==> config.mk <==
export PLATFORM = sky130hd
export DESIGN_NAME = first_fit_contiguous_slot_allocator_core
export DESIGN_NICKNAME = d
export VERILOG_FILES = /design/src/hdl/ffa_pkg.sv /design/src/hdl/first_fit_contiguous_slot_allocator_core.sv /design/src/hdl/ffa_ram.sv /design/src/hdl/ffa_scan.sv
export SDC_FILE = /design/constraint.sdc
export NUM_CORES = 1
export LEC_CHECK = 0
export ABC_CLOCK_PERIOD_IN_PS = 4750
export BUFFER_PORTS_ARGS = -buffer_cell sky130_fd_sc_hd__buf_2
export CORE_UTILIZATION = 59
export CTS_BUF_LIST = sky130_fd_sc_hd__clkbuf_8
export DETAILED_ROUTE_END_ITERATION = 7
export PLACE_DENSITY = 0.88
export SYNTH_ARGS = -nofsm -noshare
export SYNTH_HDL_FRONTEND = slang
export SYNTH_HIERARCHICAL = 1
export SYNTH_SLANG_ARGS = --single-unit
==> constraint.sdc <==
create_clock -name clock -period 4.75 [get_ports clock]
set_input_delay 0.2375 -clock clock [delete_from_list [all_inputs] [get_ports clock]]
set_output_delay 0.2375 -clock clock [all_outputs]
set_load 0.02 [all_outputs]
==> src/hdl/ffa_pkg.sv <==
`timescale 1ns / 1ps
// ----------------------------------------------------------------------------
// First-fit slot allocator package
// Transfer payload types, field widths, mode codes and the control and status
// groups exchanged between the sequencer and the slot scanner.
// ----------------------------------------------------------------------------
package ffa_pkg;

   // Field widths of the request and response transfers.
   localparam int OWNER_W = 4;
   localparam int LEN_W   = 3;
   localparam int BANK_OW = 2;
   localparam int SLOT_OW = 4;

   // Request modes.
   localparam logic MODE_ALLOC   = 1'b0;
   localparam logic MODE_RELEASE = 1'b1;

   typedef struct packed {
      logic               mode;
      logic [OWNER_W-1:0] owner_id;
      logic [LEN_W-1:0]   run_length;
   } req_type;

   typedef struct packed {
      logic               ok;
      logic [BANK_OW-1:0] bank;
      logic [SLOT_OW-1:0] first_slot;
      logic [SLOT_OW-1:0] last_slot;
   } rsp_type;

   // Commands from the sequencer to the slot scanner.
   typedef struct packed {
      logic clear;
      logic step;
   } scan_ctrl_type;

   // Status from the slot scanner for the current step.
   typedef struct packed {
      logic hit;
      logic wrap;
   } scan_stat_type;

endpackage

==> src/hdl/first_fit_contiguous_slot_allocator_core.sv <==
`timescale 1ns / 1ps
// ----------------------------------------------------------------------------
// First-fit contiguous slot allocator
// Grants each owner the lowest run of adjacent free slots in the lowest bank
// that has room, records the run per owner and frees it on release.
// ----------------------------------------------------------------------------
// A refused request goes straight to its response; a release first reads the
// owner's run from the run table and clears it, and an allocate scans at most
// BANKS * SLOTS_PER_BANK slots (one slot per cycle through the slot scanner).
// One request is in flight at a time; the next is taken once the response is
// loaded into the output register.
// Reset clears occupancy and owner valid bits at once; no clearing pass.
module first_fit_contiguous_slot_allocator_core #(
   parameter int BANKS          = 4,
   parameter int SLOTS_PER_BANK = 16,
   parameter int OWNERS         = 16,
   parameter int MAX_RUN        = 4
) (
   input  logic             clock,
   input  logic             reset,
   input  logic             req_valid,
   output logic             req_ready,
   input  ffa_pkg::req_type req_data,
   output logic             rsp_valid,
   input  logic             rsp_ready,
   output ffa_pkg::rsp_type rsp_data
);

   localparam int BANK_W  = (BANKS > 1) ? $clog2(BANKS) : 1;
   localparam int SLOT_W  = $clog2(SLOTS_PER_BANK);
   localparam int OWN_W   = $clog2(OWNERS);
   localparam int RUN_W   = BANK_W + 2 * SLOT_W;
   localparam int OEXT_W  = ffa_pkg::OWNER_W + OWN_W;
   localparam int FIRST_W = SLOT_W + ffa_pkg::LEN_W + 1;

   typedef enum logic [3:0] {
      ST_IDLE    = 4'b0001,
      ST_RELEASE = 4'b0010,
      ST_SCAN    = 4'b0100,
      ST_DONE    = 4'b1000
   } state_type;

   state_type             state_ff, state_in;
   ffa_pkg::req_type      req_ff, req_in;
   ffa_pkg::rsp_type      res_ff, res_in;
   ffa_pkg::rsp_type      rsp_data_ff, rsp_data_in;
   logic                  rsp_valid_ff, rsp_valid_in;
   logic [BANK_W-1:0]     bank_ptr_ff, bank_ptr_in;
   logic [SLOTS_PER_BANK-1:0] occ_ff [BANKS];
   logic [SLOTS_PER_BANK-1:0] occ_in [BANKS];
   logic [OWNERS-1:0]     owner_valid_ff, owner_valid_in;

   logic                  accept;
   logic [OEXT_W-1:0]     in_owner_ext, hold_owner_ext;
   logic [OWN_W-1:0]      in_idx, hold_idx;
   logic                  in_range;
   logic [15:0]           in_len_ext;
   logic                  alloc_bad;

   logic                  ram_we, ram_re;
   logic [RUN_W-1:0]      ram_wdata, ram_rdata;
   logic [BANK_W-1:0]     rel_bank;
   logic [SLOT_W-1:0]     rel_first, rel_last;

   ffa_pkg::scan_ctrl_type scan_ctrl;
   ffa_pkg::scan_stat_type scan_stat;
   logic [SLOT_W-1:0]     scan_slot;
   logic [FIRST_W-1:0]    first_wide;
   logic [SLOT_W-1:0]     alloc_first;

   logic [BANK_W-1:0]     sel_bank;
   logic [SLOT_W-1:0]     mask_lo, mask_hi;
   logic [SLOTS_PER_BANK-1:0] run_mask;
   logic [BANK_W+ffa_pkg::BANK_OW-1:0] bank_ext;
   logic [SLOT_W+ffa_pkg::SLOT_OW-1:0] first_ext, last_ext;
   ffa_pkg::rsp_type      grant_rsp;

   // Request decode.
   assign accept         = req_valid && req_ready;
   assign req_ready      = (state_ff == ST_IDLE);
   assign in_owner_ext   = OEXT_W'(req_data.owner_id);
   assign in_idx         = in_owner_ext[OWN_W-1:0];
   assign in_range       = (in_owner_ext < OEXT_W'(OWNERS));
   assign hold_owner_ext = OEXT_W'(req_ff.owner_id);
   assign hold_idx       = hold_owner_ext[OWN_W-1:0];
   assign in_len_ext     = 16'(req_data.run_length);
   assign alloc_bad      = owner_valid_ff[in_idx] || (in_len_ext == 16'd0) ||
                           (in_len_ext > 16'(MAX_RUN)) ||
                           (in_len_ext > 16'(SLOTS_PER_BANK));

   // Owner run table: bank, first slot and last slot of each held run.
   ffa_ram #(
      .WIDTH (RUN_W),
      .DEPTH (OWNERS)
   ) u_run_table (
      .clock   (clock),
      .wr_en   (ram_we),
      .wr_addr (hold_idx),
      .wr_data (ram_wdata),
      .rd_en   (ram_re),
      .rd_addr (in_idx),
      .rd_data (ram_rdata)
   );

   assign rel_bank  = ram_rdata[RUN_W-1 -: BANK_W];
   assign rel_first = ram_rdata[2*SLOT_W-1 -: SLOT_W];
   assign rel_last  = ram_rdata[SLOT_W-1:0];

   // Shared slot scanner over the bank under the bank pointer.
   ffa_scan #(
      .SLOTS_PER_BANK (SLOTS_PER_BANK)
   ) u_scan (
      .clock      (clock),
      .reset      (reset),
      .ctrl       (scan_ctrl),
      .word       (occ_ff[bank_ptr_ff]),
      .run_length (req_ff.run_length),
      .stat       (scan_stat),
      .slot       (scan_slot)
   );

   // First slot of a found run ends at the current slot.
   assign first_wide  = FIRST_W'(scan_slot) + FIRST_W'(1) - FIRST_W'(req_ff.run_length);
   assign alloc_first = first_wide[SLOT_W-1:0];
   assign ram_wdata   = {bank_ptr_ff, alloc_first, scan_slot};

   // One run mask serves both the release clear and the allocate set.
   always_comb begin
      if (state_ff == ST_RELEASE) begin
         sel_bank = rel_bank;
         mask_lo  = rel_first;
         mask_hi  = rel_last;
      end else begin
         sel_bank = bank_ptr_ff;
         mask_lo  = alloc_first;
         mask_hi  = scan_slot;
      end
      for (int s = 0; s < SLOTS_PER_BANK; s++) begin
         run_mask[s] = (s >= int'(mask_lo)) && (s <= int'(mask_hi));
      end
   end

   // Granted response, masked to the output field widths.
   always_comb begin
      bank_ext             = (BANK_W + ffa_pkg::BANK_OW)'(sel_bank);
      first_ext            = (SLOT_W + ffa_pkg::SLOT_OW)'(mask_lo);
      last_ext             = (SLOT_W + ffa_pkg::SLOT_OW)'(mask_hi);
      grant_rsp.ok         = 1'b1;
      grant_rsp.bank       = bank_ext[ffa_pkg::BANK_OW-1:0];
      grant_rsp.first_slot = first_ext[ffa_pkg::SLOT_OW-1:0];
      grant_rsp.last_slot  = last_ext[ffa_pkg::SLOT_OW-1:0];
   end

   // Sequencer.
   always_comb begin
      state_in       = state_ff;
      req_in         = req_ff;
      res_in         = res_ff;
      bank_ptr_in    = bank_ptr_ff;
      occ_in         = occ_ff;
      owner_valid_in = owner_valid_ff;
      rsp_data_in    = rsp_data_ff;
      rsp_valid_in   = rsp_valid_ff && !rsp_ready;
      ram_we         = 1'b0;
      ram_re         = 1'b0;
      scan_ctrl      = '0;
      unique case (state_ff)
         ST_IDLE: begin
            if (accept) begin
               req_in = req_data;
               ram_re = 1'b1;
               res_in = '0;
               priority if (!in_range) begin
                  state_in = ST_DONE;
               end else if (req_data.mode == ffa_pkg::MODE_RELEASE) begin
                  state_in = owner_valid_ff[in_idx] ? ST_RELEASE : ST_DONE;
               end else if (alloc_bad) begin
                  state_in = ST_DONE;
               end else begin
                  bank_ptr_in     = '0;
                  scan_ctrl.clear = 1'b1;
                  state_in        = ST_SCAN;
               end
            end
         end
         ST_RELEASE: begin
            occ_in[rel_bank]         = occ_ff[rel_bank] & ~run_mask;
            owner_valid_in[hold_idx] = 1'b0;
            res_in                   = grant_rsp;
            state_in                 = ST_DONE;
         end
         ST_SCAN: begin
            scan_ctrl.step = 1'b1;
            if (scan_stat.hit) begin
               occ_in[bank_ptr_ff]      = occ_ff[bank_ptr_ff] | run_mask;
               owner_valid_in[hold_idx] = 1'b1;
               ram_we                   = 1'b1;
               res_in                   = grant_rsp;
               state_in                 = ST_DONE;
            end else if (scan_stat.wrap) begin
               if (bank_ptr_ff == BANK_W'(BANKS - 1)) begin
                  state_in = ST_DONE;
               end else begin
                  bank_ptr_in = bank_ptr_ff + BANK_W'(1);
               end
            end
         end
         ST_DONE: begin
            if (!rsp_valid_ff || rsp_ready) begin
               rsp_data_in  = res_ff;
               rsp_valid_in = 1'b1;
               state_in     = ST_IDLE;
            end
         end
         default: begin
            state_in = ST_IDLE;
         end
      endcase
   end

   // Control state.
   always_ff @(posedge clock) begin
      if (reset) begin
         state_ff       <= ST_IDLE;
         occ_ff         <= '{default: '0};
         owner_valid_ff <= '0;
         rsp_valid_ff   <= 1'b0;
      end else begin
         state_ff       <= state_in;
         occ_ff         <= occ_in;
         owner_valid_ff <= owner_valid_in;
         rsp_valid_ff   <= rsp_valid_in;
      end
   end

   // Payload registers.
   always_ff @(posedge clock) begin
      req_ff      <= req_in;
      res_ff      <= res_in;
      bank_ptr_ff <= bank_ptr_in;
      rsp_data_ff <= rsp_data_in;
   end

   assign rsp_valid = rsp_valid_ff;
   assign rsp_data  = rsp_data_ff;

   // A refused response carries zero in every other field.
   a_fail_zero: assert property (@(posedge clock) disable iff (reset)
      (rsp_valid && !rsp_data.ok) |->
      (rsp_data.bank == '0 && rsp_data.first_slot == '0 && rsp_data.last_slot == '0))
      else $error("refused response with nonzero fields");

   // The scanner only steps while a scan is under way.
   a_scan_only: assert property (@(posedge clock) disable iff (reset)
      (state_ff != ST_SCAN) |-> !scan_ctrl.step)
      else $error("scanner stepped outside a scan");

   // Every scan starts in the lowest bank.
   a_scan_start: assert property (@(posedge clock) disable iff (reset)
      (state_ff == ST_SCAN && $past(state_ff) == ST_IDLE) |-> (bank_ptr_ff == '0))
      else $error("scan did not start at bank zero");

   // A grant leaves the owner marked as holding a run.
   a_grant_owner: assert property (@(posedge clock) disable iff (reset)
      (state_ff == ST_SCAN && scan_stat.hit) |=> owner_valid_ff[hold_idx])
      else $error("granted owner not marked valid");

endmodule

==> src/hdl/ffa_ram.sv <==
`timescale 1ns / 1ps
// ----------------------------------------------------------------------------
// Generic RAM
// Simple dual-port memory with one write port and one registered read port.
// ----------------------------------------------------------------------------
module ffa_ram #(
   parameter int WIDTH = 10,
   parameter int DEPTH = 16
) (
   input  logic                     clock,
   input  logic                     wr_en,
   input  logic [$clog2(DEPTH)-1:0] wr_addr,
   input  logic [WIDTH-1:0]         wr_data,
   input  logic                     rd_en,
   input  logic [$clog2(DEPTH)-1:0] rd_addr,
   output logic [WIDTH-1:0]         rd_data
);

   logic [WIDTH-1:0] mem_ff [DEPTH];
   logic [WIDTH-1:0] rd_data_ff;

   // Write port.
   always_ff @(posedge clock) begin
      if (wr_en) begin
         mem_ff[wr_addr] <= wr_data;
      end
   end

   // Registered read port.
   always_ff @(posedge clock) begin
      if (rd_en) begin
         rd_data_ff <= mem_ff[rd_addr];
      end
   end

   assign rd_data = rd_data_ff;

endmodule

==> src/hdl/ffa_scan.sv <==
`timescale 1ns / 1ps
// ----------------------------------------------------------------------------
// Slot scanner
// Walks the slots of one bank word, one slot per step, counting the length of
// the current free run and flagging when it reaches the requested length.
// ----------------------------------------------------------------------------
module ffa_scan #(
   parameter int SLOTS_PER_BANK = 16
) (
   input  logic                              clock,
   input  logic                              reset,
   input  ffa_pkg::scan_ctrl_type            ctrl,
   input  logic [SLOTS_PER_BANK-1:0]         word,
   input  logic [ffa_pkg::LEN_W-1:0]         run_length,
   output ffa_pkg::scan_stat_type            stat,
   output logic [$clog2(SLOTS_PER_BANK)-1:0] slot
);

   localparam int SLOT_W = $clog2(SLOTS_PER_BANK);
   localparam int CNT_W  = $clog2(SLOTS_PER_BANK + 1);
   localparam int CMP_W  = CNT_W + ffa_pkg::LEN_W;

   logic [SLOT_W-1:0] slot_ff, slot_in;
   logic [CNT_W-1:0]  count_ff, count_in, count_next;
   logic [CMP_W-1:0]  count_ext, len_ext;
   logic              at_last;

   // Free-run count including the slot under the pointer.
   always_comb begin
      count_next = word[slot_ff] ? '0 : count_ff + CNT_W'(1);
      count_ext  = CMP_W'(count_next);
      len_ext    = CMP_W'(run_length);
      at_last    = (slot_ff == SLOT_W'(SLOTS_PER_BANK - 1));
   end

   assign stat.hit  = ctrl.step && (count_ext == len_ext);
   assign stat.wrap = ctrl.step && at_last;
   assign slot      = slot_ff;

   // Pointer and count advance; the last slot of a bank wraps to a fresh run.
   always_comb begin
      slot_in  = slot_ff;
      count_in = count_ff;
      if (ctrl.clear) begin
         slot_in  = '0;
         count_in = '0;
      end else if (ctrl.step) begin
         if (at_last) begin
            slot_in  = '0;
            count_in = '0;
         end else begin
            slot_in  = slot_ff + SLOT_W'(1);
            count_in = count_next;
         end
      end
   end

   always_ff @(posedge clock) begin
      if (reset) begin
         slot_ff  <= '0;
         count_ff <= '0;
      end else begin
         slot_ff  <= slot_in;
         count_ff <= count_in;
      end
   end

endmodule
### Word level (Yosys, flattened, before mapping)

Memories as Yosys holds them, arrays and structs flattened. A register that Yosys moved wholly into a read port is not among the register bits.
Index checks and enable logic that the tools add are counted.
Widths: inputs -> output; s select.

| storage, ports and cells | value |
|---|---|
| output and inout port bits | 13 |
| memories kept | 1 |
| bits in registers | 125 |
| RAM bits | 160 |
| logic and storage cells | 194 |

Memory list:

| name | depth | width | rd ports | clocked after Yosys merged registers in | wr ports | RTL line | RTL |
|---|---|---|---|---|---|---|---|
| u_run_table.mem_ff | 16 | 10 | 1 | 1 | 1 | ffa_ram.sv:19 | `logic [WIDTH-1:0] mem_ff [DEPTH];` |

| operators by class | value |
|---|---|
| equality and inequality tests | 18 |
| reductions and logical operators | 38 |
| $add $sub $neg | 5 |
| bitwise gates (word level) | 8 |
| muxes and demuxes | 63 |
| order comparisons | 41 |

Operators with widths:

| cell | count |
|---|---|
| $bwmux 64 | 2 |
| $pmux 64 s2 | 1 |
| $mux 16 | 7 |
| $bmux 16 s2 | 2 |
| $demux 16 s2 | 2 |
| $mux 64 | 1 |
| $mux 4 | 12 |
| $pmux 11 s3 | 1 |
| $and 16x16->16 | 2 |
| $le 4x4->1 const A | 8 |
| $not 16->16 | 2 |
| $or 16x16->16 | 2 |
| $pmux 16 s2 | 1 |
| $ge 4x4->1 const A | 7 |
| $mux 11 | 2 |
| $logic_and 1x1->1 | 21 |
| $lt 4x5->1 const B | 4 |
| $mux 1 | 17 |
| $ge 3x4->1 const A | 4 |
| $le 3x4->1 const A | 4 |
| $logic_not 16->1 | 1 |
| $mux 2 | 8 |
| $pmux 4 s4 | 1 |
| $ne 2x2->1 const B | 7 |
| 35 further kinds | 54 |

### Depth between registers and ports, before layout

Gate-level depths: netlist of run 1.

| depth | value |
|---|---|
| depth in word-level cells | 13 |
| depth in mapped cells | 14 |
| depth with buffers taken out | 11 |

### By module

The synthesis of run 1 kept the hierarchy.

By module, submodules not included:

| module | times used | cells an instance | area each (sq um) |
|---|---|---|---|
| ffa_ram | 1 | 279 | 6453.7 |
| first_fit_contiguous_slot_allocator_core | 1 | 652 | 6452.4 |
| ffa_scan | 1 | 77 | 703.2 |

### Worst setup path before layout of run 1

OpenSTA, ideal clock, no wires.

| timing path | value |
|---|---|
| path kind | register -> register |
| from | register bank_ptr_ff[0] |
| to | memory u_run_table.mem_ff[0][0], enable pin |
| stages on the path, launching flop included | 11 |
| required time | 4.360 ns |
| library setup time | 0.390 ns |
| arrival | 4.516 ns |
| buffers on the path | 2 |
| setup slack | -0.156 ns |
| cells stage by stage | edfxtp_1 > buf_2 > buf_2 > mux4_2 > mux4_2 > mux4_2 > a2111oi_2 > o311a_1 > and2_1 > or3b_1 > nor3_1 |

RTL lines:

| what | RTL line | RTL |
|---|---|---|
| start: declaration | first_fit_contiguous_slot_allocator_core.sv:48 | `logic [BANK_W-1:0] bank_ptr_ff, bank_ptr_in;` |
| start signal: assignment | first_fit_contiguous_slot_allocator_core.sv:240 | `bank_ptr_ff <= bank_ptr_in;` |
| end: declaration | ffa_ram.sv:19 |  |

==> impl_metrics.yaml, run 1 <==
die:
  io_pins: 25
  rows: 55
  start_util_pct: 60.1
  die_h_um: 154
  die_width_um: 154
  die_area_sq_um: 23700
  core-area_sq_um: 22600
sta:
  fmax_ghz: 0.220
  max_slew_margin_pct: 25.2
  whs_ps: 49.1
  setup_viol: 0
  hold_violations: 0
  finalCriticalPeriod_ps: 4550
  worst_pin_slew_ps: 1120
  drv_slew: 0
  skew_ps: 38.8
  min_period_over_period_pct: 95.8
  rsz0062_at_grt: "no"
  setup_tns_ps: 0
cts:
  cts.sinks: 295
  clk_pin_slew_worst_paths_ps: 70
  clock_latency_ps: 590
  cts_root_buffer: "clkbuf_8"
  cts_resized: 0
  cts_tree: "done"
  cts_buffers: 47
  cts_max_level: 2
  cts.path.max_buffers: 3
yosys:
  synthArstFlopShare_pct: 0
  synth_cells: 1008
  synth.area.top_cells: "edfxtp_1 (44%), dfxtp_1 (14%), mux4_2 (8.9%)"
  netlist.area_leader.share_pct: 44.4
  yosysUniqueCellTypes: 90
  yosysWarnings: 6
  syn_area_sq_um: 13600
  synth.ff_latch_count: 295
  syn_area_per_cell_sq_um: 13.5
  synth_edf_count: 201
  synth-main-ff-cell: "edfxtp_1"
  ys_seq_area_share_pct: 58.2
  yosys.area.top_type: "edfxtp_1"
  syn_nets: 1031
power:
  swShare_pct: 24.0
  power_frac_comb_pct: 5.7
  leakage_uw: 0.00506
  p_per_area_nw_per_um2: 357
  p_int_uw: 4080
  clkPwrFrac_pct: 41.6
  vdd_ir_drop_max_uv: 417
  switching_power_uw: 1290
  seqPwrFrac_pct: 52.7
critical_path:
  critPathMaxFanout: 18
  r2r_end: "occ_ff[60]"
  startpoint_type: "register"
  cp.arrival_ps: 4980
  cp_top_family: "compound AO/OA/AOI/OAI gates"
  crit_type: "register to register"
  timing.rr.start: "bank_ptr_ff[0]"
  cpPeakStageDelay_ps: 620
  cp-end-kind: "register"
  crit_chain: "buf_12 -> mux4_2 -> mux4_2 -> mux4_2 -> a2111oi_2 -> o311a_1 -> and3b_1 -> o21a_1 -> o21ai_2 -> o21ai_0 -> a21oi_1"
  rr_worst_depth: 11
  rrSetupSlack_ps: 200
  required_ps: 5180
  path_buf_inv: 1
  path_common_cell: "mux4_2"
  cpMaxStageDelayCell: "mux4_2"
global_route:
  grt_max_degree: 74
  antenna_found_initial: 0
  grt_pass1_vias: 9334
  grt_remaining_overflow: 0
  track_usage_pct: 29.4
  grt_pass1_wl_mm: 52.7
route:
  drtIter0Drc: 1432
  drt_first_pass_iters: 6
  ant_nets: 0
  drc: 0
  avgViaCountPerCell: 7.06
  vias: 9702
  wl_per_cell_um: 24.9
  wirelength_mm: 34.2
min_path:
  min_path_type: "primary input to register"
  whs_path_depth: 1
  worstHoldEndpoint: "hold_idx[2]"
  min_from: "req_data[5]"
finish:
  nNetsFinal: 1073
  drive_above_1_share_pct: 20.3
  fillCellCount: 1492
  syn_to_final_growth_pct: 10.4
  fin_util_pct: 66.4
  diodes: 0
placement:
  io_buffers: 24
  dp_hpwl_mm: 22.0
  place_congestion: 0.961
flow_run:
  drv_cap: 0
run_status:
  outcome: "finished, final reports clean"
per-layer routing:
layer	global-route usage (%)	part of all wire, %
met5	0	0
met4	18.5	6.1
met3	5.86	11
met2	44.8	46
met1	39.1	37
power groups by stage:
stage / sequential (uW) / clock [uW] / combinational (uW)
after floorplan: 2850 / 0 / 217
after global placement: 2870 / 0 / 282
after detailed placement: 2880 / 0 / 291
after CTS: 2820 / 2250 / 296
after global routing: 2830 / 2350 / 320
final: 2830 / 2230 / 304
stage by stage:
| stage | setup slack, ps | cell area [sq um] | cells | power [uW] |
|---|---|---|---|---|
| after detailed placement | 352 | 14000 | 1282 | 3170 |
| after CTS | 353 | 15000 | 1374 | 5370 |
| after global placement | 490 | 14000 | 1282 | 3150 |
| final | 201 | 15000 | 1374 | 5360 |
| after floorplan | 41.3 | 13600 | 1008 | 3070 |
| after global routing | 36.0 | 15000 | 1374 | 5500 |
registers in the layout (all words and copies together), names as in the netlist, named ones only:
register / count
rsp_valid: 1
u_run_table/mem_ff: 160
req_ff: 3
occ_ff: 64
u_scan/count_ff: 5
rsp_data: 11
hold_idx: 4
u_run_table/rd_data: 10
u_scan/slot: 4
state_ff: 4
bank_ptr_ff: 2
res_ff: 11
repair_timing:
| action | in CTS | in global routing |
|---|---|---|
| endpoints found under the setup margin | 0 | 0 |
| setup buffers | 0 | 0 |
| hold endpoints to repair | 4 | 0 |
| hold buffers | 4 | 0 |
cells in the mapped netlist (all sizes together), types with 4 or more instances:
cell type and n:
nand4 12, or3 6, mux2i 24, and2 6, a22oi 22, a211oi 14, o32ai 17, nand3b 7
a21oi 42, clkbuf 32, nor4 11, a21o 5, nand2b 10, a22o 5, a32o 8, inv 33
o21ai 25, nor3 28, nor2b 11, nor2 74, o21a 5, nor4b 4, o22ai 17, buf 34
a221oi 5, o211ai 4, or2 6, dfxtp 94, ha 10, nand3 14, and4 4, nand2 68
edfxtp 201, mux2 6, a2111oi 11, a31oi 9, mux4 66, o2bb2ai 10
how the worst max path moves through the flow:
stage                   start         end  slack (ps)  depth (start not counted)
2_1_floorplan  bank_ptr_ff[0]  occ_ff[45]          40                         13
6_report       bank_ptr_ff[0]  occ_ff[60]         200                         11
3_3_place_gp   bank_ptr_ff[0]  occ_ff[57]         490                         11
4_1_cts        bank_ptr_ff[0]  occ_ff[60]         350                         11
3_5_place_dp   bank_ptr_ff[0]  occ_ff[60]         350                         11
5_1_grt        bank_ptr_ff[0]  occ_ff[42]          40                         11
cell families (layout without fill, tap and decap cells):
kind of cell	after synthesis	after routing	share of synthesized area [%]
AND/OR/NAND/NOR	277	277	10.9
XOR/XNOR	6	6	0.607
multiplexers	96	96	13.5
adder cells (fa/ha/maj)	11	11	1.07
AO/OA/AOI/OAI	223	223	12.2
flip-flops	295	295	58.2
buffers and inverters	100	181	3.48
cells in the final DEF (no fill, tap or decap), types with 16 or more instances in the layout:
| cell | count |
|---|---|
| a21oi_1 | 40 |
| a22oi_1 | 22 |
| buf_2 | 24 |
| buf_4 | 29 |
| clkbuf_8 | 49 |
| dfxtp_1 | 94 |
| edfxtp_1 | 201 |
| inv_1 | 43 |
| mux2i_1 | 24 |
| mux4_2 | 54 |
| nand2_1 | 66 |
| nor2_1 | 70 |
| nor3_1 | 26 |
| o21ai_0 | 22 |
| o22ai_1 | 17 |
| o32ai_1 | 16 |
final cells by class:
class	count	area (sq um)	share of cell area, %
well taps	285	357	2.37
repair buffers	59	418	2.78
clock inverters	39	307	2.04
clock buffers	49	674	4.49
inverters	34	133	0.882
multi-input cells	613	5220	34.8
flip-flops and latches	295	7920	52.7
Note: power is estimated with default switching activity, not from simulation.
==> inputs of run 2 (changes only) <==
Settings changed: CORE_ASPECT_RATIO from default to 1.2.
==> impl_metrics.yaml, run 2 (synthesis results as in run 1) <==
critical_path:
  r2r_end: "occ_ff[35]"
  cp-end-kind: "register"
  rr_worst_depth: 12
  critPathMaxFanout: 36
  startpoint_type: "register"
  timing.rr.start: "bank_ptr_ff[0]"
  cpPeakStageDelay_ps: 630
  rrSetupSlack_ps: 340
  required_ps: 5220
  cp_top_family: "multiplexers"
  cp.arrival_ps: 4870
  crit_type: "register to register"
  crit_chain: "buf_12 -> mux4_2 -> mux4_2 -> mux4_2 -> a2111oi_2 -> o311a_1 -> and3b_1 -> o21ai_2 -> buf_4 -> nor2_4 -> nand2_1 -> o32ai_1"
  cpMaxStageDelayCell: "mux4_2"
  path_common_cell: "mux4_2"
  path_buf_inv: 2
cts:
  cts_tree: "done"
  cts.sinks: 295
  post_cts_buffers: 0
  cts_resized: 0
  cts.path.max_buffers: 3
  clk_pin_slew_worst_paths_ps: 60
  cts_root_buffer: "clkbuf_8"
  clock_latency_ps: 580
  ctsHoldBuffers: 4
  cts_max_level: 2
  cts_buffers: 45
min_path:
  min_from: "rsp_ready"
  whs_path_depth: 3
  worstHoldEndpoint: "rsp_valid"
  min_path_type: "primary input to register"
die:
  die_width_um: 141
  die_area_sq_um: 23700
  io_pins: 25
  core-area_sq_um: 22500
  start_util_pct: 60.4
  die_h_um: 168
  rows: 60
route:
  ant_nets: 0
  drc: 0
  drtIter0Drc: 1219
  avgViaCountPerCell: 6.86
  wirelength_mm: 32.6
  drt_first_pass_iters: 6
  wl_per_cell_um: 23.9
  vias: 9358
global_route:
  use_met1_pct: 35.0
  grt_use_met3_pct: 5.77
  antenna_found_initial: 2
  grt_max_degree: 57
  grt_remaining_overflow: 0
  track_usage_pct: 28.6
  met2_usage_pct: 48.0
  grt_pass1_vias: 9365
  top_usage_layer: "met2"
  grt_pass1_wl_mm: 51.3
finish:
  fin_util_pct: 66.0
  nNetsFinal: 1072
  final_common_cell: "edfxtp_1"
  drive_above_1_share_pct: 18.9
  largest_reg_flops: 160
  syn_to_final_growth_pct: 9.15
  mostFrequentLayoutCells: "edfxtp_1 (201), dfxtp_1 (94), nor2_1 (70), nand2_1 (66), mux4_2 (54)"
  biggestRegsByFlops: "u_run_table/mem_ff x160, occ_ff x64"
  regMostFlops: "u_run_table/mem_ff"
  diodes: 0
sta:
  skew_ps: 29.4
  min_period_over_period_pct: 92.7
  rsz0062_at_grt: "no"
  hold_violations: 0
  setup_viol: 0
  worst_pin_slew_ps: 1060
  setup_tns_ps: 0
  max_slew_margin_pct: 29.1
  fmax_ghz: 0.227
  finalCriticalPeriod_ps: 4410
  drv_slew: 0
placement:
  dp_hpwl_mm: 21.1
  place_congestion: 0.950
  io_buffers: 24
power:
  p_per_area_nw_per_um2: 338
  leakage_uw: 0.00499
  vdd_ir_drop_max_uv: 344
flow_run:
  drv_cap: 0
run_status:
  outcome: "finished, final reports clean"
-- run 2: cell types whose count changed in the layout (fill, tap and decap cells not counted), sizes merged --
| cell | delta |
|---|---|
| buf | +1 |
| inv | +7 |
| bufinv | -4 |
| clkinv | -8 |
-- run 2: worst reg2reg max path, stage by stage, from the launching register on --
cell and delay (ps):
edfxtp_1 380, buf_12 230, mux4_2 620, mux4_2 490, mux4_2 630, a2111oi_2 240
o311a_1 260, and3b_1 210, o21ai_2 60, buf_4 230, nor2_4 480, nand2_1 280
o32ai_1 210
-- run 2: area by class of cell --
cell class / instances / area (sq um)
fill: 1554 / 7670
sequential: 295 / 7920
tap: 279 / 349
inverter: 34 / 133
clock buffer: 49 / 674
timing repair buffer: 60 / 413
clock inverter: 34 / 144
multi-input combinational: 613 / 5220
-- run 2: stage by stage --
step / total power (uW) / hold WS, ps / instances / setup WS, ps / area [sq um]
finish: 5020 / 46.7 / 1364 / 345 / 14900
global route: 5190 / 36.4 / 1364 / 133 / 14900
CTS: 5050 / 27.8 / 1364 / 393 / 14900
detailed placement: 3160 / 405 / 1277 / 400 / 14000
global placement: 3150 / 402 / 1277 / 493 / 14000
floorplan: 3070 / 336 / 1008 / 41.3 / 13600
-- run 2: worst max-delay path by stage --
| stage | start | to | slack, ps | cells after the start |
|---|---|---|---|---|
| 2_1_floorplan | bank_ptr_ff[0] | occ_ff[45] | 40 | 13 |
| 3_3_place_gp | bank_ptr_ff[0] | u_run_table/mem_ff[3][6] | 490 | 10 |
| 3_5_place_dp | bank_ptr_ff[0] | u_run_table/mem_ff[3][2] | 400 | 10 |
| 4_1_cts | bank_ptr_ff[0] | u_run_table/mem_ff[3][6] | 390 | 10 |
| 5_1_grt | bank_ptr_ff[0] | occ_ff[33] | 130 | 12 |
| 6_report | bank_ptr_ff[0] | occ_ff[35] | 340 | 12 |
-- run 2: where the power goes --
part | switching [uW] | total [uW] | internal, uW
clock network | 952 | 1900 | 953
registers | 48.4 | 2820 | 2770
logic | 194 | 295 | 101
total | 1190 | 5020 | 3830
-- run 2: per-layer routing --
layer  vias to the layer above  part of all wire [%]  wire (um)
met5                         -                 0.070         23
met4                         4                   4.9       1600
met3                       139                   8.2       2690
met2                       555                    50      16400
met1                      4573                    37      12000
li1                       4087                     -          -
